===== config.mk =====
export PLATFORM = sky130hd
export DESIGN_NAME = md5_digest_engine_core
export DESIGN_NICKNAME = d
export VERILOG_FILES = /design/src/rtl/md5_pkg.sv /design/src/rtl/md5_digest_engine_core.sv /design/src/rtl/md5_datapath.sv /design/src/rtl/md5_ctrl.sv
export SDC_FILE = /design/constraint.sdc
export NUM_CORES = 2
export LEC_CHECK = 0
export ABC_AREA = 1
export BUFFER_PORTS_ARGS = -buffer_cell sky130_fd_sc_hd__buf_4
export CAP_MARGIN = 5
export CORE_ASPECT_RATIO = 1.2
export CORE_MARGIN = 5
export CORE_UTILIZATION = 40
export DETAILED_ROUTE_END_ITERATION = 7
export GPL_TIMING_DRIVEN = 0
export PLACE_DENSITY_LB_ADDON = 0.12
export SLEW_MARGIN = 20
export SYNTH_ARGS = -nofsm -noshare
export SYNTH_HDL_FRONTEND = slang
export SYNTH_SLANG_ARGS = --single-unit

===== constraint.sdc =====
create_clock -name clk -period 11.7 [get_ports clk]
set_input_delay 0.585 -clock clk [delete_from_list [all_inputs] [get_ports clk]]
set_output_delay 0.585 -clock clk [all_outputs]
set_load 0.01 [all_outputs]

===== src/rtl/md5_pkg.sv =====
// shared types, constants and round functions of the md5 engine
package md5_pkg;

  localparam logic [31:0] IV_A = 32'h67452301;
  localparam logic [31:0] IV_B = 32'hefcdab89;
  localparam logic [31:0] IV_C = 32'h98badcfe;
  localparam logic [31:0] IV_D = 32'h10325476;

  localparam logic [7:0] PAD_MARK_BYTE = 8'h80;
  localparam logic [5:0] LEN_START_POS = 6'd56;
  localparam logic [5:0] LAST_POS      = 6'd63;
  localparam logic [5:0] LAST_ROUND    = 6'd63;

  typedef enum logic [1:0] {
    PAD_MARK,
    PAD_ZERO,
    PAD_LEN
  } pad_kind_t;

  typedef struct packed {
    logic      put;
    logic      sel_pad;
    pad_kind_t pad_kind;
    logic      add_bits;
    logic      load_work;
    logic      round_en;
    logic [5:0] round_idx;
    logic [5:0] rd_idx;
    logic      finish;
    logic      init;
    logic      out_part;
  } md5_cmd_t;

  typedef struct packed {
    logic pos_last;
    logic pos_len_start;
  } md5_status_t;

  localparam logic [31:0] ROUND_K [64] = '{
    32'd3614090360, 32'd3905402710, 32'd606105819,  32'd3250441966,
    32'd4118548399, 32'd1200080426, 32'd2821735955, 32'd4249261313,
    32'd1770035416, 32'd2336552879, 32'd4294925233, 32'd2304563134,
    32'd1804603682, 32'd4254626195, 32'd2792965006, 32'd1236535329,
    32'd4129170786, 32'd3225465664, 32'd643717713,  32'd3921069994,
    32'd3593408605, 32'd38016083,   32'd3634488961, 32'd3889429448,
    32'd568446438,  32'd3275163606, 32'd4107603335, 32'd1163531501,
    32'd2850285829, 32'd4243563512, 32'd1735328473, 32'd2368359562,
    32'd4294588738, 32'd2272392833, 32'd1839030562, 32'd4259657740,
    32'd2763975236, 32'd1272893353, 32'd4139469664, 32'd3200236656,
    32'd681279174,  32'd3936430074, 32'd3572445317, 32'd76029189,
    32'd3654602809, 32'd3873151461, 32'd530742520,  32'd3299628645,
    32'd4096336452, 32'd1126891415, 32'd2878612391, 32'd4237533241,
    32'd1700485571, 32'd2399980690, 32'd4293915773, 32'd2240044497,
    32'd1873313359, 32'd4264355552, 32'd2734768916, 32'd1309151649,
    32'd4149444226, 32'd3174756917, 32'd718787259,  32'd3951481745
  };

  // rotate amounts indexed by {quarter, step mod 4}
  localparam logic [4:0] ROT_S [16] = '{
    5'd7, 5'd12, 5'd17, 5'd22,
    5'd5, 5'd9,  5'd14, 5'd20,
    5'd4, 5'd11, 5'd16, 5'd23,
    5'd6, 5'd10, 5'd15, 5'd21
  };

  // message word index used in a given round
  function automatic logic [3:0] msg_index(input logic [5:0] r);
    logic [3:0] g;
    logic [3:0] lo;
    lo = r[3:0];
    unique case (r[5:4])
      2'd0: g = lo;
      2'd1: g = 4'(lo * 4'd5 + 4'd1);
      2'd2: g = 4'(lo * 4'd3 + 4'd5);
      2'd3: g = 4'(lo * 4'd7);
      default: g = lo;
    endcase
    return g;
  endfunction

  function automatic logic [31:0] round_f(input logic [1:0] q, input logic [31:0] b,
                                          input logic [31:0] c, input logic [31:0] d);
    logic [31:0] f;
    unique case (q)
      2'd0: f = (b & c) | (~b & d);
      2'd1: f = (b & d) | (c & ~d);
      2'd2: f = b ^ c ^ d;
      2'd3: f = c ^ (b | ~d);
      default: f = b ^ c ^ d;
    endcase
    return f;
  endfunction

  function automatic logic [31:0] rotl32(input logic [31:0] x, input logic [4:0] s);
    logic [63:0] t;
    t = {x, x} << s;
    return t[63:32];
  endfunction

endpackage


===== src/rtl/md5_digest_engine_core.sv =====
// top level of the md5 digest engine
// Input channel (in_valid/in_ready) takes one word per item: data_byte,
// has_byte, end_of_message. Output channel (out_valid/out_ready) gives the
// 128-bit digest as two words: part_index 0 carries digest bytes 0-7, part
// index 1 carries bytes 8-15 with last_part set; byte 0 sits in bits 7:0.
// An item without end_of_message that does not complete a 64-byte block
// leaves in_ready high. An item that completes a block holds in_ready low
// while the engine loads the working words, runs 64 rounds at one round per
// cycle through the single round unit and folds them into the chaining words.
// End of message: padding writes one byte per cycle into the block buffer up
// to the end of the block, plus one more block when pos is 56 or above, pos
// being the fill after the last byte; each completed block is compressed as
// above, then the two digest words follow.
// in_ready stays low while the digest waits; a stalled receiver simply holds
// the engine. After the second word is taken the engine returns to the
// initial chaining values for the next message.
// Reset (synchronous, active high) restores the initial chaining values and
// clears the byte position and bit count; the block buffer has no reset.
module md5_digest_engine_core (
  input  logic        clk,
  input  logic        rst,
  input  logic        in_valid,
  output logic        in_ready,
  input  logic [7:0]  data_byte,
  input  logic        has_byte,
  input  logic        end_of_message,
  output logic        out_valid,
  input  logic        out_ready,
  output logic [63:0] digest_part,
  output logic        part_index,
  output logic        last_part
);

  md5_pkg::md5_cmd_t    cmd;
  md5_pkg::md5_status_t status;

  md5_ctrl u_ctrl (
    .clk            (clk),
    .rst            (rst),
    .in_valid       (in_valid),
    .in_ready       (in_ready),
    .has_byte       (has_byte),
    .end_of_message (end_of_message),
    .out_valid      (out_valid),
    .out_ready      (out_ready),
    .status         (status),
    .cmd            (cmd)
  );

  md5_datapath u_datapath (
    .clk         (clk),
    .rst         (rst),
    .cmd         (cmd),
    .data_byte   (data_byte),
    .status      (status),
    .digest_part (digest_part),
    .part_index  (part_index),
    .last_part   (last_part)
  );

endmodule


===== src/rtl/md5_datapath.sv =====
// block buffer, chaining words, round datapath and length counter
module md5_datapath (
  input  logic                clk,
  input  logic                rst,
  input  md5_pkg::md5_cmd_t   cmd,
  input  logic [7:0]          data_byte,
  output md5_pkg::md5_status_t status,
  output logic [63:0]         digest_part,
  output logic                part_index,
  output logic                last_part
);

  logic [31:0] mem [16];
  logic [31:0] w_rd;

  logic [5:0]  pos;
  logic [63:0] bit_count;
  logic [31:0] cw [4];
  logic [31:0] a, b, c, d;

  logic [7:0]  pad_byte;
  logic [7:0]  wr_byte;
  logic [3:0]  s_idx;
  logic [31:0] sum;
  logic [31:0] b_next;

  always_comb begin
    unique case (cmd.pad_kind)
      md5_pkg::PAD_MARK: pad_byte = md5_pkg::PAD_MARK_BYTE;
      md5_pkg::PAD_LEN:  pad_byte = bit_count[{pos[2:0], 3'b000} +: 8];
      default:           pad_byte = 8'h00;
    endcase
    wr_byte = cmd.sel_pad ? pad_byte : data_byte;
  end

  // byte-lane writes into 32-bit words, registered word read
  always_ff @(posedge clk) begin
    if (cmd.put) begin
      mem[pos[5:2]][{pos[1:0], 3'b000} +: 8] <= wr_byte;
    end
    w_rd <= mem[md5_pkg::msg_index(cmd.rd_idx)];
  end

  assign s_idx  = {cmd.round_idx[5:4], cmd.round_idx[1:0]};
  assign sum    = a + md5_pkg::round_f(cmd.round_idx[5:4], b, c, d)
                + md5_pkg::ROUND_K[cmd.round_idx] + w_rd;
  assign b_next = b + md5_pkg::rotl32(sum, md5_pkg::ROT_S[s_idx]);

  always_ff @(posedge clk) begin
    if (rst || cmd.init) begin
      pos       <= '0;
      bit_count <= '0;
      cw[0]     <= md5_pkg::IV_A;
      cw[1]     <= md5_pkg::IV_B;
      cw[2]     <= md5_pkg::IV_C;
      cw[3]     <= md5_pkg::IV_D;
    end else begin
      if (cmd.put) begin
        pos <= pos + 6'd1;
      end
      if (cmd.add_bits) begin
        bit_count <= bit_count + 64'd8;
      end
      if (cmd.finish) begin
        cw[0] <= cw[0] + a;
        cw[1] <= cw[1] + b;
        cw[2] <= cw[2] + c;
        cw[3] <= cw[3] + d;
      end
    end
  end

  always_ff @(posedge clk) begin
    if (cmd.load_work) begin
      a <= cw[0];
      b <= cw[1];
      c <= cw[2];
      d <= cw[3];
    end else if (cmd.round_en) begin
      a <= d;
      d <= c;
      c <= b;
      b <= b_next;
    end
  end

  assign status.pos_last      = (pos == md5_pkg::LAST_POS);
  assign status.pos_len_start = (pos == md5_pkg::LEN_START_POS);

  assign digest_part = cmd.out_part ? {cw[3], cw[2]} : {cw[1], cw[0]};
  assign part_index  = cmd.out_part;
  assign last_part   = cmd.out_part;

endmodule


===== src/rtl/md5_ctrl.sv =====
// sequencer: byte intake, padding, compression rounds and digest output
module md5_ctrl (
  input  logic                 clk,
  input  logic                 rst,
  input  logic                 in_valid,
  output logic                 in_ready,
  input  logic                 has_byte,
  input  logic                 end_of_message,
  output logic                 out_valid,
  input  logic                 out_ready,
  input  md5_pkg::md5_status_t status,
  output md5_pkg::md5_cmd_t    cmd
);

  typedef enum logic [2:0] {
    S_IDLE,
    S_PAD,
    S_LOAD,
    S_ROUND,
    S_FINAL,
    S_OUT0,
    S_OUT1
  } state_t;

  typedef enum logic [1:0] {
    RET_IDLE,
    RET_PAD,
    RET_OUT
  } ret_t;

  state_t     state, state_next;
  ret_t       ret, ret_next;
  logic       first, first_next;
  logic       len_phase, len_phase_next;
  logic [5:0] round_cnt, round_cnt_next;
  logic       len_byte;

  always_comb begin
    state_next     = state;
    ret_next       = ret;
    first_next     = first;
    len_phase_next = len_phase;
    round_cnt_next = round_cnt;
    len_byte       = len_phase || (!first && status.pos_len_start);

    cmd           = '0;
    cmd.pad_kind  = md5_pkg::PAD_ZERO;
    cmd.round_idx = round_cnt;
    cmd.rd_idx    = round_cnt + 6'd1;
    cmd.out_part  = (state == S_OUT1);

    unique case (state)
      S_IDLE: begin
        if (in_valid) begin
          cmd.put      = has_byte;
          cmd.add_bits = has_byte;
          first_next     = 1'b1;
          len_phase_next = 1'b0;
          if (has_byte && status.pos_last) begin
            ret_next   = end_of_message ? RET_PAD : RET_IDLE;
            state_next = S_LOAD;
          end else if (end_of_message) begin
            state_next = S_PAD;
          end
        end
      end
      S_PAD: begin
        cmd.put     = 1'b1;
        cmd.sel_pad = 1'b1;
        if (first) begin
          cmd.pad_kind = md5_pkg::PAD_MARK;
        end else if (len_byte) begin
          cmd.pad_kind = md5_pkg::PAD_LEN;
        end
        first_next     = 1'b0;
        len_phase_next = len_byte;
        if (status.pos_last) begin
          // last length byte closes the message; any other byte here starts another padding block
          ret_next   = (!first && len_byte) ? RET_OUT : RET_PAD;
          state_next = S_LOAD;
        end
      end
      S_LOAD: begin
        cmd.load_work  = 1'b1;
        cmd.rd_idx     = '0;
        round_cnt_next = '0;
        state_next     = S_ROUND;
      end
      S_ROUND: begin
        cmd.round_en   = 1'b1;
        round_cnt_next = round_cnt + 6'd1;
        if (round_cnt == md5_pkg::LAST_ROUND) begin
          state_next = S_FINAL;
        end
      end
      S_FINAL: begin
        cmd.finish = 1'b1;
        unique case (ret)
          RET_PAD: state_next = S_PAD;
          RET_OUT: state_next = S_OUT0;
          default: state_next = S_IDLE;
        endcase
      end
      S_OUT0: begin
        if (out_ready) begin
          state_next = S_OUT1;
        end
      end
      S_OUT1: begin
        if (out_ready) begin
          cmd.init   = 1'b1;
          state_next = S_IDLE;
        end
      end
      default: state_next = S_IDLE;
    endcase
  end

  always_ff @(posedge clk) begin
    if (rst) begin
      state     <= S_IDLE;
      ret       <= RET_IDLE;
      first     <= 1'b0;
      len_phase <= 1'b0;
      round_cnt <= '0;
      in_ready  <= 1'b1;
      out_valid <= 1'b0;
    end else begin
      state     <= state_next;
      ret       <= ret_next;
      first     <= first_next;
      len_phase <= len_phase_next;
      round_cnt <= round_cnt_next;
      in_ready  <= (state_next == S_IDLE);
      out_valid <= (state_next == S_OUT0) || (state_next == S_OUT1);
    end
  end

endmodule


==> reports/results.tsv <==
stage	metric	value	unit
status	status	finished clean	
synth	post-synthesis cell count	6346	
global_route	initial antenna violation count	3	
synth	Ys Warns	0	
worst_setup_path	Largest stage delay, worst path	0.92	ns
synth	fraction of registers with async set/reset	0	%
die	Core Region	135400	µm²
placed_design	RePlAce Congestion	1.011	
routing	vias per cell	5.787	
worst_hold_path	hold crit path type	in2reg	
timing	Final Hold Violating Endpoints	0	
power	Pleak	23.25	nW
timing	Slew HR	21.55	%
final_layout	# nets final	6877	
timing	Worst-Margin Slew	1.172	ns
cts	Max clock buf depth	3	
timing	Clock Skew	0.04414	ns
cts	CTS tree	yes	
die	Rows	148	
routing	First DRT Iteration DRCs	4341	
synth	Top FF cell, synth	edfxtp_1	
global_route	largest net degree at the start of global routing	50	
synth	Synth Area per Inst	8.566	µm²
synth	Post-synth EDFFs	768	
cts	cts bufs inserted	96	
worst_setup_path	FF-to-FF Start	u_ctrl.round_cnt[5]	
cts	Clock Root Buffer	clkbuf_16	
worst_setup_path	most used cell, CP	nand3_1	
placed_design	IO buf count	81	
timing	Fin Setup TNS	0	ns
final_layout	Area growth, synth to finish	11.79	%
synth	area of the mapped netlist	54360	µm²
placed_design	DP Wirelength	181200	µm
routing	DRT Pass-1 Iters	8	
final_layout	share of cells above drive strength 1	6.909	%
worst_setup_path	CP arrival	10.80	ns
cts	# hold bufs at CTS	0	
timing	Highest Clock Rate	96.95	MHz
global_route	first-pass GRT wire length	326000	µm
cts	worst skew pair latency	0.74	ns
routing	DR vias	48690	
routing	DRC	0	
die	starting density of the core	40.16	%
synth	#FFs+latches synth	882	
cts	Max H-tree Level	3	
global_route	total grt overflow	0	
final_layout	diode count	0	
worst_hold_path	hold wc startpoint	rst	
timing	Max Slew Vio Count	0	
die	num ports	82	
timing	final hold slack	0.1997	ns
cts	post-cts resize count	0	
worst_setup_path	CP Launch Point	u_ctrl.round_cnt[5]	
routing	Routed WL	229000	µm
power	Power Density	112.6	nW/µm²
job	maxcap violations	0	
die	Die Area	143400	µm²
cts	Clock Pin Slew Worst Setup and Hold Paths	0.06	ns
routing	Final ANT Viol Nets	0	
die	Die W	346.5	µm
timing	fin crit period	10.31	ns
worst_setup_path	Setup CP Type	reg2reg	
timing	Final Setup Violations	0	
timing	RSZ-0062 raised after global routing	false	
worst_setup_path	Startpoint Class	flip-flop	
cts	post-CTS setup buffer count	0	
synth	register area share after synthesis	46.62	%
synth	post-synthesis net count	6684	
die	Die H	413.8	µm
worst_setup_path	CP Max Fanout	10	
worst_setup_path	CP endpoint kind	flip-flop	
synth	Netlist cell types	69	
cts	CTS Sinks	882	
power	maximum VDD drop	127.0	µV
worst_setup_path	CP Data Required Time	12.19	ns
routing	drt wl/cell	27.21	µm
worst_setup_path	Critical-path top delay cell	clkbuf_1	
timing	period utilisation layout	88.16	%
global_route	GRT Util Overall	30.96	%
global_route	vias in the first global route	47830	
==> metrics by stage <==
step	utilization [%]	instance area [µm²]	total power [W]	instances	setup slack, ns
after floorplan	-	54360	0.003638	6346	4.536
after global placement	42.27	57220	0.003743	8227	1.181
after detailed placement	42.51	57550	0.003751	8241	1.615
after CTS	44.88	60760	0.006881	8415	1.608
after global routing	44.90	60770	0.007022	8415	0.9533
final	44.90	60770	0.006844	8415	1.385
==> power by group <==
group	leakage, nW	internal [W]	switching (W)
Clock	1.57	0.00176	0.00140
Sequential	7.97	0.00343	0.0000144
Combinational	13.7	0.0000568	0.000185
Total	23.3	0.00525	0.00160
==> flip-flops by register name, indices dropped and copies added, names as in the netlist <==
register              flops
u_ctrl.round_cnt          6
u_ctrl.first              1
u_ctrl.out_valid          1
u_datapath.b             32
u_ctrl.state              3
u_ctrl.ret                2
u_datapath.cw           128
u_datapath.w_rd          32
u_datapath.mem          512
u_datapath.c             32
u_ctrl.in_ready           1
u_datapath.bit_count     61
u_datapath.pos            6
u_datapath.a             32
u_ctrl.len_phase          1
u_datapath.d             32
==> per-layer routing <==
| layer | track usage, % | part of all wire, % |
|---|---|---|
| met3 | 3.258 | 5.5 |
| met1 | 34.76 | 37 |
| met4 | 21.88 | 8.6 |
| met2 | 55.13 | 49 |
| met5 | 0 | 0 |
==> cell usage after synthesis (38+ instances only) <==
| cell type | n | area share, % |
|---|---|---|
| nand2_1 | 1122 | 7.7 |
| edfxtp_1 | 768 | 42 |
| nor2_1 | 703 | 4.9 |
| o21ai_0 | 628 | 5.8 |
| inv_1 | 616 | 4.3 |
| a21oi_1 | 449 | 4.1 |
| nand3_1 | 436 | 4.0 |
| ha_1 | 255 | 5.9 |
| clkbuf_1 | 164 | 1.1 |
| o221ai_1 | 142 | 2.3 |
| o21ai_1 | 140 | 1.3 |
| dfxtp_1 | 114 | 4.2 |
| nor3_1 | 101 | 0.93 |
| buf_2 | 73 | 0.67 |
| fa_1 | 69 | 2.5 |
| xnor2_1 | 60 | 0.97 |
| xor2_1 | 52 | 0.84 |
| o21a_1 | 45 | 0.62 |
| o211ai_1 | 44 | 0.61 |
| nand4_1 | 43 | 0.49 |
| or2_2 | 38 | 0.44 |
==> area by class of cell <==
type / instances / area (µm²)
plain buffers: 262 / 1126
flip-flops and latches: 882 / 25340
multi-input cells: 4564 / 25620
well taps: 1800 / 2252
inverters: 638 / 2395
fillers: 13460 / 74590
repair buffers: 95 / 820.8
clock buffers: 115 / 2525
clock inverters: 59 / 686.9
==> critical path, delay by kind of cell (launching register included) <==
kind	cells	cell delay, ns
flip-flops	1	0.30
adder cells (fa/ha/maj)	5	2.30
AND/OR/NAND/NOR	21	3.08
buffers and inverters	6	2.34
AO/OA/AOI/OAI	7	2.00
==> placed cells by master, fill, tap and decap left out, types with 142 or more instances in the layout <==
master | synthesis | routed
o221ai_1 | 142 | 142
o21ai_0 | 628 | 627
clkbuf_1 | 164 | 176
nand3_1 | 436 | 436
nor2_1 | 703 | 683
ha_1 | 255 | 255
nand2_1 | 1122 | 1120
a21oi_1 | 449 | 449
edfxtp_1 | 768 | 768
inv_1 | 616 | 616
==> final timing paths <==
path                              end  slack (ns)  cells after the start
hold reg to reg      u_ctrl.len_phase        0.47                      2
hold / removal    u_ctrl.round_cnt[0]        0.20                      4
setup / recovery     u_datapath.b[24]        1.39                     39
setup reg to reg     u_datapath.b[24]        1.39                     39
==> cells by family after synthesis <==
logic type | count (synthesis) | synth area share, %
adders and majority gates | 324 | 8.410
buffers and inverters | 900 | 6.467
and+or+nand+nor | 2524 | 19.72
AOI/OAI and AO/OA | 1602 | 16.89
DFF | 882 | 46.62
xor gates and xnor gates | 114 | 1.885
No activity file was read; power rests on OpenSTA's default activity.
